File: src/rtl/core/packed_id_nibble_decoder_core_macros.svh
// ----------------------------------------------------------------------------
// packed_id_nibble_decoder_core_macros
// Assertion macros for the packed identifier decoder. Empty under SYNTH.
// ----------------------------------------------------------------------------
`ifndef PACKED_ID_NIBBLE_DECODER_CORE_MACROS_SVH
`define PACKED_ID_NIBBLE_DECODER_CORE_MACROS_SVH

`ifndef SYNTH
// same-cycle implication on clk, disabled in reset
`define PIDND_ASSERT_IMP(label, ante, cons) \
    label: assert property (@(posedge clk) disable iff (!rst_n) (ante) |-> (cons)) \
        else $error("pidnd same-cycle check failed");
// next-cycle implication on clk, disabled in reset
`define PIDND_ASSERT_NXT(label, ante, cons) \
    label: assert property (@(posedge clk) disable iff (!rst_n) (ante) |=> (cons)) \
        else $error("pidnd next-cycle check failed");
`else
`define PIDND_ASSERT_IMP(label, ante, cons)
`define PIDND_ASSERT_NXT(label, ante, cons)
`endif

`endif

File: src/rtl/core/pidnd_pkg.sv
// ----------------------------------------------------------------------------
// pidnd_pkg
// Shared types, constants and helpers of the packed identifier decoder.
// ----------------------------------------------------------------------------
`timescale 1ns / 1ps
`default_nettype none

package pidnd_pkg;

    localparam int EXTRA_CHARS_DEF    = 4;
    localparam int MAX_CHAR_BYTES_DEF = 6;
    localparam int NUM_CHAR_REGS      = 4;

    localparam int CFG_ADDR_W = 6;
    localparam int CFG_DATA_W = 64;
    localparam int CNT_W      = 16;
    localparam int LEN_W      = 3;
    localparam int XCNT_W     = 3;

    localparam logic [7:0]       RAW_MARK    = 8'hFF;
    localparam logic [3:0]       NIB_SKIP    = 4'h0;
    localparam logic [3:0]       NIB_END     = 4'hF;
    localparam logic [3:0]       DIGIT_MAX   = 4'hA;
    localparam logic [3:0]       EXTRA_FIRST = 4'hB;
    localparam logic [7:0]       ASCII_BIAS  = 8'd47;
    localparam logic [CNT_W-1:0] LIMIT_RESET = 16'hFFFF;

    typedef enum logic [2:0] {
        REG_CHAR_A       = 3'd0,
        REG_CHAR_B       = 3'd1,
        REG_CHAR_C       = 3'd2,
        REG_CHAR_D       = 3'd3,
        REG_EXTRA_COUNT  = 3'd4,
        REG_OUTPUT_LIMIT = 3'd5
    } pidnd_reg_idx_t;

    typedef enum logic [1:0] {
        ST_OK    = 2'd0,
        ST_LIMIT = 2'd1,
        ST_UNDEF = 2'd2
    } pidnd_status_t;

    typedef enum logic [1:0] {
        KIND_SKIP,
        KIND_END,
        KIND_DIGIT,
        KIND_EXTRA
    } pidnd_kind_t;

    typedef struct packed {
        logic          load;
        logic          start;
        logic          emit_raw;
        logic          emit_digit;
        logic          emit_x;
        logic          x_begin;
        logic          close;
        pidnd_status_t close_st;
        logic          nib_next;
        logic          flush;
    } pidnd_cmd_t;

    typedef struct packed {
        logic        first;
        logic        last;
        logic        is_mark;
        logic        finished;
        logic        raw;
        logic        nib_lo;
        pidnd_kind_t kind;
        logic        digit_over;
        logic        x_undef;
        logic        x_over;
        logic        x_empty;
        logic        x_last;
        logic        pend_valid;
        logic        go;
    } pidnd_sts_t;

    typedef struct packed {
        logic [7:0]       out_byte;
        logic             byte_valid;
        logic             string_done;
        logic [1:0]       status;
        logic [CNT_W-1:0] decoded_length;
        logic             run_last;
    } pidnd_result_t;

    // UTF-8 sequence length from the lead byte, 0 for a bad lead
    function automatic logic [LEN_W-1:0] lead_length(input logic [7:0] lead);
        logic [LEN_W-1:0] len;
        if (lead[7] == 1'b0)                   len = 3'd1;
        else if ((lead & 8'hE0) == 8'hC0)      len = 3'd2;
        else if ((lead & 8'hF0) == 8'hE0)      len = 3'd3;
        else if ((lead & 8'hF8) == 8'hF0)      len = 3'd4;
        else if ((lead & 8'hFC) == 8'hF8)      len = 3'd5;
        else if ((lead & 8'hFE) == 8'hFC)      len = 3'd6;
        else                                   len = 3'd0;
        return len;
    endfunction

endpackage

`default_nettype wire

File: src/rtl/core/pidnd_if.sv
// ----------------------------------------------------------------------------
// pidnd_if
// Valid/ready stream interfaces for packed input bytes and decoded words.
// ----------------------------------------------------------------------------
`timescale 1ns / 1ps
`default_nettype none

interface pidnd_in_if;
    logic       valid;
    logic       ready;
    logic [7:0] in_byte;
    logic       first_of_string;
    logic       last_of_string;

    modport source (output valid, in_byte, first_of_string, last_of_string, input ready);
    modport sink   (input valid, in_byte, first_of_string, last_of_string, output ready);
endinterface

interface pidnd_out_if;
    logic        valid;
    logic        ready;
    logic [7:0]  out_byte;
    logic        byte_valid;
    logic        string_done;
    logic [1:0]  status;
    logic [15:0] decoded_length;
    logic        run_last;

    modport source (output valid, out_byte, byte_valid, string_done, status,
                    decoded_length, run_last, input ready);
    modport sink   (input valid, out_byte, byte_valid, string_done, status,
                    decoded_length, run_last, output ready);
endinterface

`default_nettype wire

File: src/rtl/core/pidnd_regs.sv
// ----------------------------------------------------------------------------
// pidnd_regs
// APB register file: extra character table, extra count and output limit.
// ----------------------------------------------------------------------------
`timescale 1ns / 1ps
`default_nettype none

module pidnd_regs
    import pidnd_pkg::*;
#(
    parameter int EXTRA_CHARS    = EXTRA_CHARS_DEF,
    parameter int MAX_CHAR_BYTES = MAX_CHAR_BYTES_DEF,
    localparam int CHAR_W        = 8 * MAX_CHAR_BYTES
)(
    input  wire logic                  clk,
    input  wire logic                  rst_n,
    input  wire logic                  psel,
    input  wire logic                  penable,
    input  wire logic                  pwrite,
    input  wire logic [CFG_ADDR_W-1:0] paddr,
    input  wire logic [CFG_DATA_W-1:0] pwdata,
    output logic      [CFG_DATA_W-1:0] prdata,
    output logic                       pready,
    output logic      [CHAR_W-1:0]     chars [EXTRA_CHARS],
    output logic      [XCNT_W-1:0]     extra_count,
    output logic      [CNT_W-1:0]      output_limit
);

    logic [CHAR_W-1:0] chars_reg [EXTRA_CHARS];
    logic [XCNT_W-1:0] extra_count_reg;
    logic [CNT_W-1:0]  output_limit_reg;
    logic [2:0]        reg_idx;
    logic              wr_en;

    assign reg_idx = paddr[CFG_ADDR_W-1:3];
    assign wr_en   = psel && penable && pwrite;
    assign pready  = 1'b1;

    always_ff @(posedge clk or negedge rst_n)
    begin
        if (!rst_n)
        begin
            for (int i = 0; i < EXTRA_CHARS; i++)
            begin
                chars_reg[i] <= '0;
            end
            extra_count_reg  <= '0;
            output_limit_reg <= LIMIT_RESET;
        end
        else if (wr_en)
        begin
            for (int i = 0; i < EXTRA_CHARS; i++)
            begin
                if (reg_idx == 3'(REG_CHAR_A) + 3'(i))
                begin
                    chars_reg[i] <= pwdata[CHAR_W-1:0];
                end
            end
            case (reg_idx)
                REG_EXTRA_COUNT:  extra_count_reg  <= pwdata[XCNT_W-1:0];
                REG_OUTPUT_LIMIT: output_limit_reg <= pwdata[CNT_W-1:0];
                default:          ;
            endcase
        end
    end

    always_comb
    begin
        prdata = '0;
        for (int i = 0; i < EXTRA_CHARS; i++)
        begin
            if (reg_idx == 3'(REG_CHAR_A) + 3'(i))
            begin
                prdata = CFG_DATA_W'(chars_reg[i]);
            end
        end
        case (reg_idx)
            REG_EXTRA_COUNT:  prdata = CFG_DATA_W'(extra_count_reg);
            REG_OUTPUT_LIMIT: prdata = CFG_DATA_W'(output_limit_reg);
            default:          ;
        endcase
    end

    assign chars        = chars_reg;
    assign extra_count  = extra_count_reg;
    assign output_limit = output_limit_reg;

endmodule

`default_nettype wire

File: src/rtl/core/pidnd_dp.sv
// ----------------------------------------------------------------------------
// pidnd_dp
// Datapath: input latch, string state, nibble decode, pending word and
// output register.
// ----------------------------------------------------------------------------
`timescale 1ns / 1ps
`default_nettype none

module pidnd_dp
    import pidnd_pkg::*;
#(
    parameter int EXTRA_CHARS    = EXTRA_CHARS_DEF,
    parameter int MAX_CHAR_BYTES = MAX_CHAR_BYTES_DEF,
    localparam int CHAR_W        = 8 * MAX_CHAR_BYTES,
    localparam int K_W           = (MAX_CHAR_BYTES > 1) ? $clog2(MAX_CHAR_BYTES) : 1
)(
    input  wire logic              clk,
    input  wire logic              rst_n,
    input  wire logic [7:0]        in_byte,
    input  wire logic              in_first,
    input  wire logic              in_last,
    input  wire logic [CHAR_W-1:0] chars [EXTRA_CHARS],
    input  wire logic [XCNT_W-1:0] extra_count,
    input  wire logic [CNT_W-1:0]  output_limit,
    input  wire pidnd_cmd_t        cmd,
    output pidnd_sts_t             sts,
    output pidnd_result_t          res,
    output logic                   res_valid,
    input  wire logic              res_ready
);

    logic [7:0]       byte_reg;
    logic             first_reg;
    logic             last_reg;
    logic             raw_reg;
    logic             fin_reg;
    logic [CNT_W-1:0] count_reg;
    logic             nib_lo_reg;
    logic [1:0]       xidx_reg;
    logic [LEN_W-1:0] xlen_reg;
    logic [K_W-1:0]   k_reg;
    logic             pend_valid_reg;
    pidnd_result_t    pend_reg;
    logic             out_valid_reg;
    pidnd_result_t    out_reg;
    pidnd_result_t    out_next;

    logic [3:0]        nib;
    pidnd_kind_t       kind;
    logic [1:0]        code_idx;
    logic [XCNT_W-1:0] avail;
    logic [CHAR_W-1:0] code_char;
    logic [LEN_W-1:0]  code_len_raw;
    logic [LEN_W-1:0]  code_len;
    logic [CHAR_W-1:0] x_char;
    logic [7:0]        x_byte;
    logic [CNT_W:0]    x_total;
    logic [CNT_W-1:0]  count_inc;
    logic              is_emit;
    logic              produce;
    logic              slot_free;
    pidnd_result_t     new_item;

    assign nib = nib_lo_reg ? byte_reg[3:0] : byte_reg[7:4];

    always_comb
    begin
        if (nib == NIB_SKIP)
        begin
            kind = KIND_SKIP;
        end
        else if (nib == NIB_END)
        begin
            kind = KIND_END;
        end
        else if (nib <= DIGIT_MAX)
        begin
            kind = KIND_DIGIT;
        end
        else
        begin
            kind = KIND_EXTRA;
        end
    end

    assign code_idx = 2'(nib - EXTRA_FIRST);
    assign avail    = (extra_count > XCNT_W'(EXTRA_CHARS)) ? XCNT_W'(EXTRA_CHARS) : extra_count;

    always_comb
    begin
        code_char = '0;
        x_char    = '0;
        for (int i = 0; i < EXTRA_CHARS; i++)
        begin
            if (code_idx == 2'(i))
            begin
                code_char = chars[i];
            end
            if (xidx_reg == 2'(i))
            begin
                x_char = chars[i];
            end
        end
    end

    assign code_len_raw = lead_length(code_char[7:0]);
    assign code_len     = (code_len_raw > LEN_W'(MAX_CHAR_BYTES)) ?
                          LEN_W'(MAX_CHAR_BYTES) : code_len_raw;
    assign x_total      = {1'b0, count_reg} + (CNT_W+1)'(code_len);
    assign x_byte       = x_char[8*k_reg +: 8];
    assign count_inc    = count_reg + CNT_W'(1);

    assign is_emit   = cmd.emit_raw || cmd.emit_digit || cmd.emit_x;
    assign produce   = is_emit || cmd.close;
    assign slot_free = !out_valid_reg || res_ready;

    always_comb
    begin
        new_item.out_byte       = 8'h00;
        if (cmd.emit_raw)
        begin
            new_item.out_byte = byte_reg;
        end
        else if (cmd.emit_digit)
        begin
            new_item.out_byte = 8'(nib) + ASCII_BIAS;
        end
        else if (cmd.emit_x)
        begin
            new_item.out_byte = x_byte;
        end
        new_item.byte_valid     = is_emit;
        new_item.string_done    = cmd.close;
        new_item.status         = cmd.close ? cmd.close_st : ST_OK;
        new_item.decoded_length = is_emit ? count_inc : count_reg;
        new_item.run_last       = 1'b0;
    end

    always_comb
    begin
        out_next          = pend_reg;
        out_next.run_last = cmd.flush;
    end

    always_ff @(posedge clk or negedge rst_n)
    begin
        if (!rst_n)
        begin
            raw_reg        <= 1'b0;
            fin_reg        <= 1'b0;
            count_reg      <= '0;
            nib_lo_reg     <= 1'b0;
            xidx_reg       <= '0;
            xlen_reg       <= '0;
            k_reg          <= '0;
            pend_valid_reg <= 1'b0;
            out_valid_reg  <= 1'b0;
        end
        else
        begin
            if (cmd.start)
            begin
                nib_lo_reg <= 1'b0;
                if (first_reg)
                begin
                    raw_reg   <= (byte_reg == RAW_MARK);
                    fin_reg   <= 1'b0;
                    count_reg <= '0;
                end
            end
            if (is_emit)
            begin
                count_reg <= count_inc;
            end
            if (cmd.close)
            begin
                fin_reg <= 1'b1;
            end
            if (cmd.nib_next)
            begin
                nib_lo_reg <= 1'b1;
            end
            if (cmd.x_begin)
            begin
                xidx_reg <= code_idx;
                xlen_reg <= code_len;
                k_reg    <= '0;
            end
            else if (cmd.emit_x)
            begin
                k_reg <= k_reg + K_W'(1);
            end

            if (produce)
            begin
                pend_valid_reg <= 1'b1;
            end
            else if (cmd.flush)
            begin
                pend_valid_reg <= 1'b0;
            end

            if ((produce || cmd.flush) && pend_valid_reg)
            begin
                out_valid_reg <= 1'b1;
            end
            else if (res_ready)
            begin
                out_valid_reg <= 1'b0;
            end
        end
    end

    always_ff @(posedge clk)
    begin
        if (cmd.load)
        begin
            byte_reg  <= in_byte;
            first_reg <= in_first;
            last_reg  <= in_last;
        end
        if (produce)
        begin
            pend_reg <= new_item;
        end
        if ((produce || cmd.flush) && pend_valid_reg)
        begin
            out_reg <= out_next;
        end
    end

    always_comb
    begin
        sts.first      = first_reg;
        sts.last       = last_reg;
        sts.is_mark    = (byte_reg == RAW_MARK);
        sts.finished   = fin_reg;
        sts.raw        = raw_reg;
        sts.nib_lo     = nib_lo_reg;
        sts.kind       = kind;
        sts.digit_over = (count_reg >= output_limit);
        sts.x_undef    = ({1'b0, code_idx} >= avail);
        sts.x_over     = (x_total > {1'b0, output_limit});
        sts.x_empty    = (code_len == '0);
        sts.x_last     = ((LEN_W'(k_reg) + LEN_W'(1)) == xlen_reg);
        sts.pend_valid = pend_valid_reg;
        sts.go         = !pend_valid_reg || slot_free;
    end

    assign res       = out_reg;
    assign res_valid = out_valid_reg;

endmodule

`default_nettype wire

File: src/rtl/core/pidnd_ctrl.sv
// ----------------------------------------------------------------------------
// pidnd_ctrl
// Sequencer: walks one packed byte through start, a raw byte step or nibble
// steps and extra character bytes, closing check and flush of the last word.
// ----------------------------------------------------------------------------
`timescale 1ns / 1ps
`default_nettype none

module pidnd_ctrl
    import pidnd_pkg::*;
(
    input  wire logic       clk,
    input  wire logic       rst_n,
    input  wire logic       in_valid,
    output logic            in_ready,
    input  wire pidnd_sts_t sts,
    output pidnd_cmd_t      cmd
);

    typedef enum logic [2:0] {
        S_IDLE,
        S_START,
        S_RAW,
        S_CODE,
        S_XEMIT,
        S_LAST,
        S_FLUSH
    } state_t;

    state_t state_reg;
    state_t state_next;
    logic   in_ready_reg;

    always_comb
    begin
        cmd        = '0;
        state_next = state_reg;
        case (state_reg)
            S_IDLE:
            begin
                if (in_valid && in_ready_reg)
                begin
                    cmd.load   = 1'b1;
                    state_next = S_START;
                end
            end
            S_START:
            begin
                cmd.start = 1'b1;
                if (sts.first && sts.is_mark)
                begin
                    state_next = S_LAST;
                end
                else if (!sts.first && sts.finished)
                begin
                    state_next = S_IDLE;
                end
                else if (!sts.first && sts.raw)
                begin
                    state_next = S_RAW;
                end
                else
                begin
                    state_next = S_CODE;
                end
            end
            S_RAW:
            begin
                if (sts.go)
                begin
                    if (sts.digit_over)
                    begin
                        cmd.close    = 1'b1;
                        cmd.close_st = ST_LIMIT;
                    end
                    else
                    begin
                        cmd.emit_raw = 1'b1;
                    end
                    state_next = S_LAST;
                end
            end
            S_CODE:
            begin
                if (sts.go)
                begin
                    case (sts.kind)
                        KIND_END:
                        begin
                            cmd.close    = 1'b1;
                            cmd.close_st = ST_OK;
                            state_next   = S_FLUSH;
                        end
                        KIND_DIGIT:
                        begin
                            if (sts.digit_over)
                            begin
                                cmd.close    = 1'b1;
                                cmd.close_st = ST_LIMIT;
                                state_next   = S_FLUSH;
                            end
                            else
                            begin
                                cmd.emit_digit = 1'b1;
                                cmd.nib_next   = !sts.nib_lo;
                                state_next     = sts.nib_lo ? S_LAST : S_CODE;
                            end
                        end
                        KIND_EXTRA:
                        begin
                            if (sts.x_undef)
                            begin
                                cmd.close    = 1'b1;
                                cmd.close_st = ST_UNDEF;
                                state_next   = S_FLUSH;
                            end
                            else if (sts.x_over)
                            begin
                                cmd.close    = 1'b1;
                                cmd.close_st = ST_LIMIT;
                                state_next   = S_FLUSH;
                            end
                            else if (sts.x_empty)
                            begin
                                cmd.nib_next = !sts.nib_lo;
                                state_next   = sts.nib_lo ? S_LAST : S_CODE;
                            end
                            else
                            begin
                                cmd.x_begin = 1'b1;
                                state_next  = S_XEMIT;
                            end
                        end
                        default:
                        begin
                            cmd.nib_next = !sts.nib_lo;
                            state_next   = sts.nib_lo ? S_LAST : S_CODE;
                        end
                    endcase
                end
            end
            S_XEMIT:
            begin
                if (sts.go)
                begin
                    cmd.emit_x = 1'b1;
                    if (sts.x_last)
                    begin
                        cmd.nib_next = !sts.nib_lo;
                        state_next   = sts.nib_lo ? S_LAST : S_CODE;
                    end
                end
            end
            S_LAST:
            begin
                if (sts.go)
                begin
                    if (sts.last && !sts.finished)
                    begin
                        cmd.close    = 1'b1;
                        cmd.close_st = ST_OK;
                    end
                    state_next = S_FLUSH;
                end
            end
            S_FLUSH:
            begin
                if (sts.go)
                begin
                    cmd.flush  = 1'b1;
                    state_next = S_IDLE;
                end
            end
            default:
            begin
                state_next = S_IDLE;
            end
        endcase
    end

    always_ff @(posedge clk or negedge rst_n)
    begin
        if (!rst_n)
        begin
            state_reg    <= S_IDLE;
            in_ready_reg <= 1'b1;
        end
        else
        begin
            state_reg    <= state_next;
            in_ready_reg <= (state_next == S_IDLE);
        end
    end

    assign in_ready = in_ready_reg;

endmodule

`default_nettype wire

File: src/rtl/core/packed_id_nibble_decoder_core.sv
// ----------------------------------------------------------------------------
// packed_id_nibble_decoder_core
// Packed identifier string decoder: raw pass-through after a 0xFF lead,
// otherwise two codes per byte to ASCII digits or configured UTF-8 chars.
// ----------------------------------------------------------------------------
//  channel     dir  handshake        word
//  enc_stream  in   valid/ready      in_byte, first_of_string, last_of_string
//  dec_stream  out  valid/ready      out_byte, byte_valid, string_done,
//                                    status, decoded_length, run_last
//  apb         in   psel/penable     64-bit registers at 8*index, pready = 1
//
//  One byte at a time through the sequencer: a new byte is accepted only once
//  the previous one is back in idle; each emitted extra-char byte is a step.
//  After start, a step waits while a word is held in the datapath and the
//  output register is full and not read; the held word lets run_last be set.
//  rst_n clears string state, the sequencer and the registers (limit 65535).
// ----------------------------------------------------------------------------
`timescale 1ns / 1ps
`default_nettype none

`include "packed_id_nibble_decoder_core_macros.svh"

module packed_id_nibble_decoder_core
    import pidnd_pkg::*;
#(
    parameter int EXTRA_CHARS    = EXTRA_CHARS_DEF,
    parameter int MAX_CHAR_BYTES = MAX_CHAR_BYTES_DEF
)(
    input  wire logic                  clk,
    input  wire logic                  rst_n,
    pidnd_in_if.sink                   enc_stream,
    pidnd_out_if.source                dec_stream,
    input  wire logic                  psel,
    input  wire logic                  penable,
    input  wire logic                  pwrite,
    input  wire logic [CFG_ADDR_W-1:0] paddr,
    input  wire logic [CFG_DATA_W-1:0] pwdata,
    output logic      [CFG_DATA_W-1:0] prdata,
    output logic                       pready
);

    localparam int CHAR_W = 8 * MAX_CHAR_BYTES;

    logic [CHAR_W-1:0] chars [EXTRA_CHARS];
    logic [XCNT_W-1:0] extra_count;
    logic [CNT_W-1:0]  output_limit;
    pidnd_cmd_t        cmd;
    pidnd_sts_t        sts;
    pidnd_result_t     res;
    logic              res_valid;

    pidnd_regs #(
        .EXTRA_CHARS    (EXTRA_CHARS),
        .MAX_CHAR_BYTES (MAX_CHAR_BYTES)
    ) u_regs (
        .clk          (clk),
        .rst_n        (rst_n),
        .psel         (psel),
        .penable      (penable),
        .pwrite       (pwrite),
        .paddr        (paddr),
        .pwdata       (pwdata),
        .prdata       (prdata),
        .pready       (pready),
        .chars        (chars),
        .extra_count  (extra_count),
        .output_limit (output_limit)
    );

    pidnd_ctrl u_ctrl (
        .clk      (clk),
        .rst_n    (rst_n),
        .in_valid (enc_stream.valid),
        .in_ready (enc_stream.ready),
        .sts      (sts),
        .cmd      (cmd)
    );

    pidnd_dp #(
        .EXTRA_CHARS    (EXTRA_CHARS),
        .MAX_CHAR_BYTES (MAX_CHAR_BYTES)
    ) u_dp (
        .clk          (clk),
        .rst_n        (rst_n),
        .in_byte      (enc_stream.in_byte),
        .in_first     (enc_stream.first_of_string),
        .in_last      (enc_stream.last_of_string),
        .chars        (chars),
        .extra_count  (extra_count),
        .output_limit (output_limit),
        .cmd          (cmd),
        .sts          (sts),
        .res          (res),
        .res_valid    (res_valid),
        .res_ready    (dec_stream.ready)
    );

    assign dec_stream.valid          = res_valid;
    assign dec_stream.out_byte       = res.out_byte;
    assign dec_stream.byte_valid     = res.byte_valid;
    assign dec_stream.string_done    = res.string_done;
    assign dec_stream.status         = res.status;
    assign dec_stream.decoded_length = res.decoded_length;
    assign dec_stream.run_last       = res.run_last;

    `PIDND_ASSERT_IMP(a_accept_no_pending, enc_stream.valid && enc_stream.ready, !sts.pend_valid)
    `PIDND_ASSERT_NXT(a_busy_after_accept, enc_stream.valid && enc_stream.ready, !enc_stream.ready)
    `PIDND_ASSERT_IMP(a_close_word_empty, dec_stream.valid && dec_stream.string_done, !dec_stream.byte_valid && (dec_stream.out_byte == 8'h00))
    `PIDND_ASSERT_IMP(a_status_on_close, dec_stream.valid && (dec_stream.status != ST_OK), dec_stream.string_done)

endmodule

`default_nettype wire

File: src/flat_wrapper.sv
// flat-port wrapper written by rule: the top's interface ports become plain ports
module packed_id_nibble_decoder_core_flat import pidnd_pkg::*;
#(
    parameter int EXTRA_CHARS    = EXTRA_CHARS_DEF,
    parameter int MAX_CHAR_BYTES = MAX_CHAR_BYTES_DEF
)
  (clk, rst_n, psel, penable, pwrite, paddr, pwdata, prdata, pready, enc_stream_valid, enc_stream_in_byte, enc_stream_first_of_string, enc_stream_last_of_string, enc_stream_ready, dec_stream_valid, dec_stream_out_byte, dec_stream_byte_valid, dec_stream_string_done, dec_stream_status, dec_stream_decoded_length, dec_stream_run_last, dec_stream_ready);
  pidnd_in_if enc_stream_i ();
  pidnd_out_if dec_stream_i ();
  input  wire logic clk;
  input  wire logic rst_n;
  input  wire logic psel;
  input  wire logic penable;
  input  wire logic pwrite;
  input  wire logic [CFG_ADDR_W-1:0] paddr;
  input  wire logic [CFG_DATA_W-1:0] pwdata;
  output logic      [CFG_DATA_W-1:0] prdata;
  output logic pready;
  input wire logic [$bits(enc_stream_i.valid)-1:0] enc_stream_valid;
  input wire logic [$bits(enc_stream_i.in_byte)-1:0] enc_stream_in_byte;
  input wire logic [$bits(enc_stream_i.first_of_string)-1:0] enc_stream_first_of_string;
  input wire logic [$bits(enc_stream_i.last_of_string)-1:0] enc_stream_last_of_string;
  output wire logic [$bits(enc_stream_i.ready)-1:0] enc_stream_ready;
  output wire logic [$bits(dec_stream_i.valid)-1:0] dec_stream_valid;
  output wire logic [$bits(dec_stream_i.out_byte)-1:0] dec_stream_out_byte;
  output wire logic [$bits(dec_stream_i.byte_valid)-1:0] dec_stream_byte_valid;
  output wire logic [$bits(dec_stream_i.string_done)-1:0] dec_stream_string_done;
  output wire logic [$bits(dec_stream_i.status)-1:0] dec_stream_status;
  output wire logic [$bits(dec_stream_i.decoded_length)-1:0] dec_stream_decoded_length;
  output wire logic [$bits(dec_stream_i.run_last)-1:0] dec_stream_run_last;
  input wire logic [$bits(dec_stream_i.ready)-1:0] dec_stream_ready;
  assign enc_stream_i.valid = enc_stream_valid;
  assign enc_stream_i.in_byte = enc_stream_in_byte;
  assign enc_stream_i.first_of_string = enc_stream_first_of_string;
  assign enc_stream_i.last_of_string = enc_stream_last_of_string;
  assign enc_stream_ready = enc_stream_i.ready;
  assign dec_stream_valid = dec_stream_i.valid;
  assign dec_stream_out_byte = dec_stream_i.out_byte;
  assign dec_stream_byte_valid = dec_stream_i.byte_valid;
  assign dec_stream_string_done = dec_stream_i.string_done;
  assign dec_stream_status = dec_stream_i.status;
  assign dec_stream_decoded_length = dec_stream_i.decoded_length;
  assign dec_stream_run_last = dec_stream_i.run_last;
  assign dec_stream_i.ready = dec_stream_ready;
  packed_id_nibble_decoder_core #(.EXTRA_CHARS(EXTRA_CHARS), .MAX_CHAR_BYTES(MAX_CHAR_BYTES)) u_core (.clk(clk), .rst_n(rst_n), .enc_stream(enc_stream_i), .dec_stream(dec_stream_i), .psel(psel), .penable(penable), .pwrite(pwrite), .paddr(paddr), .pwdata(pwdata), .prdata(prdata), .pready(pready));
endmodule
File: config.mk
export PLATFORM = sky130hd
export DESIGN_NAME = packed_id_nibble_decoder_core_flat
export DESIGN_NICKNAME = d
export VERILOG_FILES = /design/src/rtl/core/pidnd_pkg.sv /design/src/rtl/core/pidnd_if.sv /design/src/rtl/core/pidnd_regs.sv /design/src/rtl/core/pidnd_dp.sv /design/src/rtl/core/pidnd_ctrl.sv /design/src/rtl/core/packed_id_nibble_decoder_core.sv /design/src/flat_wrapper.sv
export VERILOG_INCLUDE_DIRS = /design/src /design/src/rtl/core
export SDC_FILE = /design/constraint.sdc
export NUM_CORES = 1
export LEC_CHECK = 0
export BUFFER_PORTS_ARGS = -buffer_cell sky130_fd_sc_hd__buf_4
export CAP_MARGIN = 25
export CORE_UTILIZATION = 60
export CTS_CLUSTER_SIZE = 30
export DETAILED_ROUTE_END_ITERATION = 10
export GPL_TIMING_DRIVEN = 0
export PLACE_DENSITY = 0.87
export SYNTH_ARGS = -nofsm -noshare
export SYNTH_HDL_FRONTEND = slang
export SYNTH_SLANG_ARGS = --single-unit
File: constraint.sdc
create_clock -name clk -period 13.4 [get_ports clk]
set_input_delay 1.34 -clock clk [delete_from_list [all_inputs] [get_ports clk]]
set_output_delay 1.34 -clock clk [all_outputs]
set_load 0.05 [all_outputs]
# Word level (Yosys, flattened, before mapping)
# Cells that the tools add are included.
# word_totals
out_inout_bits	96
regBits	311
word_cells	208
in_bits	87
# classes
shifts	1
n_lt_le_gt_ge	6
muxes	94
n_eq_ne	28
reduce_logical	43
add_sub_neg	5
# op_table
operator	count
48-bit two-way mux	6
64-bit two-way mux	2
64-bit case mux with 2 select lines	1
3-bit two-way mux	30
16-bit two-way mux	4
8-bit two-way mux	7
48-bit by 7-bit variable part select with 8-bit output	1
1-bit two-way mux	34
3-bit case mux with 3 select lines	3
3-bit case mux with 7 select lines	1
3-bit equality test, second input constant	6
2-bit AND reduction	9
16-bit by 3-bit adder with 17-bit output	1
17-bit by 16-bit greater-than comparator with 1-bit output	1
16-bit by 1-bit adder with 16-bit output, second input constant	1
16-bit greater-or-equal comparator	1
2-bit nonzero test	8
2-bit equality test, second input constant	6
3-bit by 2-bit equality test with 1-bit output, second input constant	4
3-bit logical NOT	4
4-bit equality test, second input constant	2
8-bit equality test, second input constant	1
1-bit logical AND	8
4-bit by 6-bit adder with 7-bit output, second input constant	1
other kinds (20)	35

# Depth between registers and ports, before layout
# depth
depth_word	27
ltp_mapped	26
mapped_depth_nobuf	23

# Modules after synthesis
# Synthesis repeated with hierarchy kept, for this count alone.
# unflattened
cells_unflattened	1447
area_unflattened_um2	17707.0
# modules_own_cells
module	cells_each	seq_area_each_um2	area_each_um2	n_inst
pidnd_regs	676	5300.1	9894.5	1
pidnd_dp	697	2737.6	7233.2	1
pidnd_ctrl	74	101.3	579.3	1

# Worst setup path after synthesis
# OpenSTA, ideal clock, no wires.
# synth_timing
kind	flip-flop to flip-flop
startpoint	reg u_core.u_dp.nib_lo_reg
endpoint	reg u_core.u_dp.out_reg, in the netlist u_core.u_dp.res[0], enable pin
setup_time_ns	0.433
stages_incl_launch_ff	26
setup_slack_ns	6.330
arrival_ns	6.637
path_buffers	3
path_cell_list	dfrtp_1 > buf_4 > mux2i_1 > inv_1 > ha_1 > buf_6 > a21oi_1 > o21ai_1 > a31oi_1 > a21oi_1 > nor2_1 > ha_1 > a21o_1 > a21oi_1 > or2_2 > clkbuf_1 > nor2_1 > xor2_1 > ha_1 > nand4_1 > or3_1 > a31oi_1 > nor4b_2 > o211ai_4 > o2111ai_2 > a31oi_1
# synth_via
elab_chain_cells	26
word_cells_on_any_way	48
cone_classes	add/sub (2); order compare (4); eq/ne (12); mux (23); reduce/logical (7)
# synth_lines
item	line	source
start, declared	pidnd_dp.sv:38	logic nib_lo_reg;
start signal, assigned	pidnd_dp.sv:152	nib_lo_reg <= 1'b0;
start signal, assigned	pidnd_dp.sv:163	nib_lo_reg <= 1'b0;
start signal, assigned	pidnd_dp.sv:181	nib_lo_reg <= 1'b1;
4-bit two-way mux (*)	pidnd_dp.sv:64	assign nib = nib_lo_reg ? byte_reg[3:0] : byte_reg[7:4];
2-bit subtractor (*)	pidnd_dp.sv:86	assign code_idx = 2'(nib - EXTRA_FIRST);
net u_core.u_dp.code_idx[0]	pidnd_dp.sv:50	logic [1:0] code_idx;
2-bit logical NOT	pidnd_dp.sv:95	if (code_idx == 2'(i))
8-bit two-way mux (3 in series)	pidnd_dp.sv:95	
8-bit two-way mux (*)	pidnd_dp.sv:95	
7-bit equality test	pidnd_pkg.sv:97	else if ((lead & 8'hFE) == 8'hFC) len = 3'd6;
3-bit two-way mux	pidnd_pkg.sv:97	
[... 7 more ...]	--	
net u_core.u_dp.code_len[1]	pidnd_dp.sv:54	logic [LEN_W-1:0] code_len;
[... 2 more ...]	--	
3-bit two-way mux (*)	pidnd_ctrl.sv:117	else if (sts.x_over)
3-bit two-way mux (*)	pidnd_ctrl.sv:111	if (sts.x_undef)
3-bit case mux with 3 select lines (*)	pidnd_ctrl.sv:87	case (sts.kind)
5-bit two-way mux (*)	pidnd_ctrl.sv:85	if (sts.go)
3-bit case mux with 3 select lines (*)	pidnd_ctrl.sv:38	case (state_reg)
1-bit logical OR (*)	pidnd_dp.sv:114	assign produce = is_emit || cmd.close;
1-bit logical OR (*)	pidnd_dp.sv:226	if ((produce || cmd.flush) && pend_valid_reg)
1-bit logical AND (*)	pidnd_dp.sv:226	
end signal, assigned	pidnd_dp.sv:228	out_reg <= out_next;
end, declared	pidnd_dp.sv:45	pidnd_result_t out_reg;
# Mark *: on every way through the listed nets, which the timed path passes. The rest lies on a longest branch.
# A chain may end at the register's enable or synchronous reset.

# Worst setup path after layout
# layout_timing
startpoint	reg u_core.u_dp.nib_lo_reg
endpoint	reg u_core.u_dp.out_reg, in the netlist u_core.u_dp.res[25], enable pin
# Same word-level chain as after synthesis.

==> results.md <==
- Max-cap viol count: 0
- Dpl hpwl: 34.25 mm
- Synthesis warning total: 0
- Crit path required time: 13530 ps
- Endpoints failing hold: 0
- GR peak layer: met2
- Crit Path Max Fanout: 29
- Synth Instances: 1385
- Outcome: finished, final reports clean
- Layout cell share with drive strength beyond 1: 0.3617
- Vias in the first global route: 12992
- Worst IR Drop VDD: 0.1464 mV
- Max incr delay on CP: 860 ps
- Skew-Pair Late Insertion Delay: 520 ps
- Crit path DAT: 7550 ps
- Largest net degree at the start of global routing: 113
- Final setup violation count: 0
- Setup Skew: 19.22 ps
- Post-CTS Resized: 0
- Post-CTS Setup Inserts: 0
- Grt met3 use: 0.07432
- Hold Crit Start: u_core.u_dp.out_next[21]$_DFFE_PP_
- Synth cell types: 82
- Unrepaired setup endpoints after global routing: false
- Clock Root Buffer: clkbuf_16
- H-tree lvl count: 2
- Seq/Total Area, Yosys: 0.4708
- Clock transition at path regs: 60 ps
- Max Clock Freq: 0.1347 GHz
- Flop pwr share: 0.367
- Dpl cell area: 0.01901 mm²
- Worst slew pin tran: 959.1 ps
- Routability Congestion: 0.9539
- Critical path type: reg -> reg
- Final Instance Area: 0.02011 mm²
- Leakage: 8.825 nW
- Fillcell total: 1891
- Worst R2R Path Depth: 25
- Worst rel slew slack: 0.3606
- Initial Util: 0.6155
- Nets: 1719
- Initial antenna violation count: 1
- # port buffers: 145
- Total gr overflow: 0
- Horiz. Die Dim: 171.7 µm
- Hold Crit Class: reg -> reg
- Met2 GRT Util: 0.5319
- DIE AREA: 0.02949 mm²
- Max FFs per register: 192
- Max-slew violations: 0
- First-pass GRT wire length: 73.55 mm
- Clock buffer depth: 3
- Total Routing Usage GR: 0.3341
- Setup TNS Final: 0 ps
- Final wirelength: 48.19 mm
- CTS sink count: 311
- Crit start category: flip-flop
- Asr flop ratio synth: 0.7846
- Ys flop type: dfrtp_1
- Crit path buf inv count: 4
- Ant. Diodes: 0
- Core footprint: 0.02809 mm²
- Clk pwr share: 0.237
- CP Capture Type: flip-flop
- Largest delay contributor family on the critical path: compound AO/OA/AOI/OAI gates
- CTS tree: yes
- DRC viols: 0
- Combinational Power Share: 0.396
- Met1 Resource Use GR: 0.4248
- CTS Hold Bufs: 0
- Pint: 2.423 mW
- Critical Path Stages: 25
- WL/cell: 24.25 µm
- Period minus WS final: 7423 ps
- Antenna Nets Post-Route: 0
- Power Density: 196.1 mW/mm²
- Worst R2R Start: u_core.u_dp.nib_lo_reg$_DFFE_PN0P_
- Area grow syn2layout: 16.31%
- Tcrit/Tclk final: 0.5540
- Post-synth design cell area: 0.01729 mm²
- Via count: 12923
- Vias per inst: 6.504
- Boundary Pins: 183
- Mapped Avg Cell Area: 12.48 µm²
- Max stage delay cell, worst path: a31oi_4
- Pre-antenna DRT Iters: 6
- Psw: 1.520 mW
- Number of synthesized flops with an enable pin: 67
- Initial DRC count: 1299
- Hold Path Depth: 0
- Die Height: 171.7 µm
- CTS Buf Count: 35
- Critical Path Start: u_core.u_dp.nib_lo_reg$_DFFE_PN0P_
- FP Rows: 61
- Seq cells post-synth: 311
- Switching share of power: 0.3855
## routing by layer
layer  share of wire  up-vias
li1                -     5511
met2            0.47      753
met4           0.057        2
met1            0.38     6468
met5         0.00035        -
met3           0.088      189
## worst reg2reg max path, stage by stage, from the launching register on
cell and delay (ps):
dfrtp_1 390, buf_4 200, mux2i_1 690, inv_1 190, ha_1 280, buf_6 160
a21oi_1 110, o21ai_1 90, a31oi_1 400, a21oi_1 90, nor2_1 340, ha_1 300
a21o_1 150, a21oi_1 290, or2_2 170, clkbuf_1 210, nor2_1 80, xor2_1 160
ha_1 340, nand4_1 140, or3_1 410, a31oi_1 210, nor4b_2 120, o211ai_4 350
o2111ai_2 280, a31oi_4 860
## Yosys cell counts (16+ instances only)
library cell  number  area, µm²
nor2b_1           43      269.0
ha_1              46      575.6
nand3_1           22      110.1
mux2_2           207       2331
clkbuf_1          44      165.2
a21oi_1           35      175.2
inv_1             37      138.9
nand2_1           80      300.3
xor2_1            24      210.2
buf_2             19      95.09
dfstp_2           17      446.7
edfxtp_1          67       2012
o22ai_1           19      118.9
nor3_1            19      95.09
mux4_2            73       1644
dfrtp_1          227       5680
buf_4             25      187.7
o211ai_1          16      120.1
nor2_1            60      225.2
mux2i_1           54      540.5
o21ai_0           64      320.3
## stage by stage
stage | power (mW) | cells | worst slack, ps | util | hold slack (ps)
floorplan | 2.491 | 1400 | 6330 | - | 400.3
global placement | 2.916 | 1923 | 4757 | 0.6731 | 400.7
detailed placement | 2.986 | 1926 | 6049 | 0.6768 | 405.2
CTS | 3.924 | 1987 | 6031 | 0.7158 | 417.9
global route | 4.106 | 1987 | 5615 | 0.7158 | 422.2
finish | 3.943 | 1987 | 5977 | 0.7158 | 415.1
## layout make-up
| type | instances | area, µm² | area share |
|---|---|---|---|
| Sequential cell | 311 | 8139 | 0.4048 |
| Buffer | 103 | 534.3 | 0.02657 |
| Clock buffer | 52 | 980.9 | 0.04879 |
| Inverter | 40 | 150.1 | 0.007468 |
| Timing Repair Buffer | 148 | 1179 | 0.05862 |
| Clock inverter | 9 | 115.1 | 0.005725 |
| Tap cell | 378 | 473.0 | 0.02352 |
| Multi-Input combinational cell | 946 | 8534 | 0.4245 |
## power groups by stage
stage,clock network (mW),logic (mW),registers [mW]
2_1_floorplan,0,0.911,1.58
3_3_place_gp,0,1.47,1.44
3_5_place_dp,0,1.53,1.45
4_1_cts,0.940,1.54,1.44
5_1_grt,0.977,1.66,1.47
6_report,0.935,1.56,1.45
## cell usage in the layout, fill, tap and decap left out, drive strengths merged, types with 12 or more instances in the layout
cell / instances
o211ai: 20
nor2: 61
clkbuf: 96
o22ai: 19
edfxtp: 67
a31oi: 12
nor2b: 43
dfrtp: 227
nor3: 20
buf: 207
o21ai: 69
a21oi: 38
dfstp: 17
ha: 46
nand2: 80
mux2: 211
conb: 17
inv: 41
nand3: 23
xor2: 24
mux4: 73
mux2i: 54
## final timing paths
kind                                                              to  slack, ps
min in group asynchronous       u_core.u_dp.count_reg[8]$_DFFE_PN0P_        680
max in group asynchronous       u_core.u_regs.chars[178]$_DFFE_PN0P_      11440
worst max register to register         u_core.u_dp.res[25]$_DFFE_PP_       5980
worst min register to register         u_core.u_dp.res[21]$_DFFE_PP_        420
worst min-delay path                   u_core.u_dp.res[21]$_DFFE_PP_        420
worst max-delay path                   u_core.u_dp.res[25]$_DFFE_PP_       5980
## kinds of logic (layout without fill, tap and decap cells)
family          after synthesis  in the layout  share of synthesized area
compound gates              218            218                    0.08483
xor+xnor                     35             35                    0.01773
fa+ha+maj                    47             47                    0.03445
buf+inv                     143            352                    0.03959
flops                       311            311                     0.4708
mux                         338            338                     0.2647
other cells                   2             17                  0.0004344
simple gates                291            291                    0.08744
Note: power is estimated with default switching activity, not from simulation.
